## src/sv/tlx_queue.sv

```systemverilog
// ----------------------------------------------------------------------------
// tlx_queue
// small register queue between the scanner and the token back end
// ----------------------------------------------------------------------------
module tlx_queue #(
	parameter int unsigned WIDTH = 8,
	parameter int unsigned DEPTH = 4
) (
	input  logic             clk,
	input  logic             arst_n,
	input  logic             push,
	input  logic [WIDTH-1:0] push_data,
	output logic             full,
	input  logic             pop,
	output logic             not_empty,
	output logic [WIDTH-1:0] head
);
	localparam int unsigned PW = (DEPTH > 1) ? $clog2(DEPTH) : 1;
	localparam int unsigned CW = $clog2(DEPTH + 1);

	logic [WIDTH-1:0] slot_q [DEPTH];
	logic [PW-1:0]    wr_q, rd_q;
	logic [CW-1:0]    cnt_q;

	assign full      = (cnt_q == CW'(DEPTH));
	assign not_empty = (cnt_q != '0);
	assign head      = slot_q[rd_q];

	always_ff @(posedge clk) begin
		if (push && !full) begin
			slot_q[wr_q] <= push_data;
		end
	end

	always_ff @(posedge clk or negedge arst_n) begin
		if (!arst_n) begin
			wr_q  <= '0;
			rd_q  <= '0;
			cnt_q <= '0;
		end else begin
			if (push && !full) begin
				wr_q <= (wr_q == PW'(DEPTH - 1)) ? '0 : wr_q + 1'b1;
			end
			if (pop && not_empty) begin
				rd_q <= (rd_q == PW'(DEPTH - 1)) ? '0 : rd_q + 1'b1;
			end
			cnt_q <= cnt_q + CW'(push && !full) - CW'(pop && not_empty);
		end
	end
endmodule

```

## config.mk

```make
export PLATFORM = sky130hd
export DESIGN_NAME = tlx_queue
export DESIGN_NICKNAME = d
export VERILOG_FILES = /design/src/sv/tlx_queue.sv
export SDC_FILE = /design/constraint.sdc
export NUM_CORES = 1
export LEC_CHECK = 0
export BUFFER_PORTS_ARGS = -buffer_cell sky130_fd_sc_hd__buf_2
export CELL_PAD_IN_SITES_DETAIL_PLACEMENT = 1
export CELL_PAD_IN_SITES_GLOBAL_PLACEMENT = 1
export CORE_MARGIN = 5
export CORE_UTILIZATION = 50
export CTS_CLUSTER_DIAMETER = 200
export DETAILED_ROUTE_END_ITERATION = 10
export HOLD_SLACK_MARGIN = 0.1
export PLACE_DENSITY = 0.86
export SYNTH_ARGS = -nofsm -noshare
export SYNTH_HDL_FRONTEND = slang
export SYNTH_SLANG_ARGS = --single-unit
```

## constraint.sdc

```tcl
create_clock -name clk -period 4.4 [get_ports clk]
set_input_delay 0.44 -clock clk [delete_from_list [all_inputs] [get_ports clk]]
set_output_delay 0.44 -clock clk [all_outputs]
set_load 0.05 [all_outputs]
```

Word-level counts from Yosys, hierarchy flattened
Memory sizes are Yosys's and may differ from the RTL's.
Cells that the tools add are included.

operators by class
  $add $sub $neg = 4
  eq/ne operators = 3
  mux-type cells = 4
  reduce and logical (&&, ||, !) cells = 4

operators by type and width
  kind                 count
  $add 2x1->2 const B  2
  $eq 2x2->1 const B   2
  $mux 2               2
  $add 3x1->3          1
  $eq 3x3->1 const B   1
  $reduce_bool 3->1    1
  $sub 3x1->3          1
  $logic_and 1x1->1    2
  $mux 1               2
  $logic_not 1->1      1

word-level totals
  register bits = 7
  bits in writable memories = 32
  bits of input ports = 12
  output and inout bits = 10
  logic and storage cells = 19
  memories kept = 1

memory list
  name    words  width  read ports  clocked after Yosys merged registers in  wr ports  line  text
  slot_q  4      8      1           0                                        1         21    logic [WIDTH-1:0] slot_q [DEPTH];

Longest topological paths before layout
  depth after elaboration = 5
  mapped depth = 9
  mapped depth without buffers = 9

Worst setup path after synthesis
No wires, ideal clock.

  path type = reg-to-reg
  from = register cnt_q[1]
  to = register cnt_q[2]
  library setup time = 131 ps
  arrival = 2317 ps
  data required time = 4269 ps
  slack = 1952 ps
  cell stages (with the launch flop) = 10
  buffers on the path = 0
  clock period less this slack = 2448 ps
  path through = dfrtp_1 nor3b_4 nand2b_1 ha_1 inv_1 ha_1 inv_1 fa_1 xnor2_1 xnor2_1

between the ends
  word-level cells in the longest chain between the ends = 5

ends and longest elaborated chain
  what                      line  text
  start: declaration        23    logic [CW-1:0] cnt_q;
  start signal: assignment  47    cnt_q <= cnt_q + CW'(push && !full) - CW'(pop && not_empty);
  $eq 3x3->1                25    assign full = (cnt_q == CW'(DEPTH));
  net full                  13    output logic full,
  $logic_not 1->1           47
  $logic_and 1x1->1         47
  $add 3x1->3               47
  $sub 3x1->3               47

The timed path passes the listed nets, and every way through them passes these cells.
A chain may end at the register's enable or synchronous reset.

Worst setup path after layout
  from = register cnt_q[1]
  to = register cnt_q[2]

between the ends
  word-level cells in the longest chain between the ends = 5

ends and longest elaborated chain
  what               line
  $eq 3x3->1         25
  $logic_not 1->1    47
  $logic_and 1x1->1  47
  $add 3x1->3        47
  $sub 3x1->3 (*)    47

Every way passes the cells marked *; elsewhere a longest branch is shown, timed or not.

==> results.sh <==
export IMPL_drt_pre_antenna_iters=4
export IMPL_setup_viol=0
export IMPL_cts_buffer_depth=2
export IMPL_grt_max_degree=13
export IMPL_synth_area_leaders="edfxtp_1, mux4_2, dfrtp_1"
export IMPL_num_antenna_cells=0
export IMPL_rows=20
export IMPL_min_period_ns=2.33
export IMPL_num_nets_final=131
export IMPL_rr_startpoint="cnt_q[1]"
export IMPL_grtUsageTotal_pct=14.8
export IMPL_layout_commonest_cell="edfxtp_1"
export IMPL_drtIter0Drc=17
export IMPL_yosysTopAreaCell="edfxtp_1"
export IMPL_syn_mean_instance_area_um2=19.5
export IMPL_drcViolationCount=0
export IMPL_port_buffers=21
export IMPL_dp_hpwl_mm=2.03
export IMPL_finalHoldViolCount=0
export IMPL_wire_per_inst_um=18.0
export IMPL_dieWidth_um=67.3
export IMPL_drive_above_1_share_pct=37.5
export IMPL_final_max_slew_violation_count=0
export IMPL_worstPathMaxFanout=7
export IMPL_cp_end_kind="register"
export IMPL_ys_seq_elements=39
export IMPL_min_from="push_data[6]"
export IMPL_drv_cap=0
export IMPL_start_kind="register"
export IMPL_start_util_pct=52.9
export IMPL_relSlewSlack_pct=61.1
export IMPL_cts_tree="built"
export IMPL_via_per_inst=5.29
export IMPL_fin_crit_sh_pct=52.9
export IMPL_cts_inserted_buffers=5
export IMPL_ys_seq_area_share_pct=69.2
export IMPL_cts_reportedPaths_clkPinSlew_ns=0.12
export IMPL_antenna_left=0
export IMPL_leakagePower_nw=0.721
export IMPL_synth_top_area_share_pct=58.5
export IMPL_worstPathArrival_ns=2.58
export IMPL_ir_drop_mv=0.336
export IMPL_hold_class="in2reg"
export IMPL_fillers=308
export IMPL_grt_remaining_overflow=0
export IMPL_max_freq_mhz=430
export IMPL_crit_required_ns=4.66
export IMPL_fin_worst_skew_ns=0.00689
export IMPL_fin_util_pct=60.9
export IMPL_netlist_instances=84
export IMPL_die_area_um2=4530
export IMPL_insertion_delay_ns=0.33
export IMPL_multi_input_area_um2=474
export IMPL_status="finished, final reports clean"
export IMPL_fin_setup_tns_ns=0
export IMPL_tightestPinTransition_ns=0.584
export IMPL_ys_warnings_count=0
export IMPL_grt_first_pass_wirelength_mm=4.65
export IMPL_wl_mm=2.81
export IMPL_place_congestion=0.767
export IMPL_cts_htree_levels=2
export IMPL_area_delta_synth_final_pct=15.1
export IMPL_synth_cell_types=20
export IMPL_num_io_pins=22
export IMPL_die_h_um=67.3
export IMPL_critPathKind="reg2reg"
export IMPL_grt_pass1_vias=936
export IMPL_core_area_um2=3100
export IMPL_syn_area_um2=1640
export IMPL_regArea_um2=1140
export IMPL_cts_root_buf="clkbuf_4"
export IMPL_grt_antenna_before_repair=0
export IMPL_p_per_area_nw_per_um2=744
export IMPL_layout_common_cells="edfxtp_1, buf_2, mux4_2"
export IMPL_syn_num_nets=104
export IMPL_cts_setup_buffers=0
export IMPL_rsz0062_at_grt="false"
export IMPL_cp_startpoint="cnt_q[1]"
export IMPL_via_count=825
export IMPL_clock_sinks=39
[where the power goes]
part	total [mW]	leakage, nW	switching (mW)	internal [mW]
sequential	0.600	0.376	0.102	0.498
clock	0.246	0.0482	0.111	0.134
combinational	0.559	0.297	0.347	0.212
[worst max-delay path, cell delays in order (launching register included)]
cell	delay, ns
dfrtp_1	0.50
o31ai_2	0.38
inv_1	0.08
ha_1	0.30
inv_1	0.06
ha_1	0.14
inv_1	0.05
fa_1	0.39
xnor2_1	0.20
xnor2_1	0.15
[per-layer routing]
layer  up-vias  routed length [um]  track usage [%]
li1        381                   -                -
met2        17                1450             25.6
met4         0                  70             7.59
met3         6                 112             4.66
met5         -                   0                0
met1       421                1180             16.3
[cell usage after synthesis]
cell and count:
and3b_1 4, buf_2 1, clkbuf_1 1, dfrtp_1 7, edfxtp_1 32, fa_1 1, ha_1 7, inv_1 6
mux2_2 2, mux4_2 8, nand2_1 1, nand2b_1 3, nand4bb_1 2, nor2_1 1, nor3b_4 1, o211ai_1 2
o31ai_2 1, or3_2 1, or3b_1 1, xnor2_1 2
[through the flow]
step                setup WS, ns  hold WS, ns  power, mW  area (um^2)  cells
finish                      2.07        0.318       1.40         1890    156
global placement            2.23        0.281       1.15         1790    147
floorplan                   1.95        0.144       1.04         1640     84
global route                1.92        0.292       1.49         1890    156
detailed placement          2.10        0.282       1.18         1790    147
CTS                         2.01        0.303       1.43         1890    156
[flip-flops by register name (all words and copies together), names as in the netlist]
| register | count |
|---|---|
| cnt_q | 3 |
| rd_q | 2 |
| slot_q | 32 |
| wr_q | 2 |
[final timing paths]
check,to,cells after the start,slack (ns)
max reg2reg,cnt_q[2],9,2.07
max,cnt_q[2],9,2.07
min,slot_q[0][6],1,0.32
min in group asynchronous,rd_q[0],2,0.45
min reg2reg,wr_q[1],2,0.62
max in group asynchronous,wr_q[0],2,3.80
[layout make-up]
class,instances,share of cell area [%]
Clock inverter,2,1.85
Tap cell,44,2.91
Timing Repair Buffer,22,6.09
Sequential cell,39,60.1
Inverter,6,1.19
Multi-Input combinational cell,37,25.1
Clock buffer,6,2.72
[cell families after synthesis]
group                    count (synthesis)  synth area share [%]
AND/OR/NAND/NOR                         14                  7.24
flip-flops                              39                  69.2
adder cells (fa/ha/maj)                  8                  6.55
multiplexers                            10                  12.3
buffers and inverters                    8                  1.90
AO/OA/AOI/OAI                            3                  1.68
XOR/XNOR                                 2                  1.07
[timing repair]
item	4_1_cts	5_1_grt
endpoints found under the hold margin	7	0
gates resized for setup	0	0
hold buffers	1	0
No activity file was read; power rests on OpenSTA's default activity.
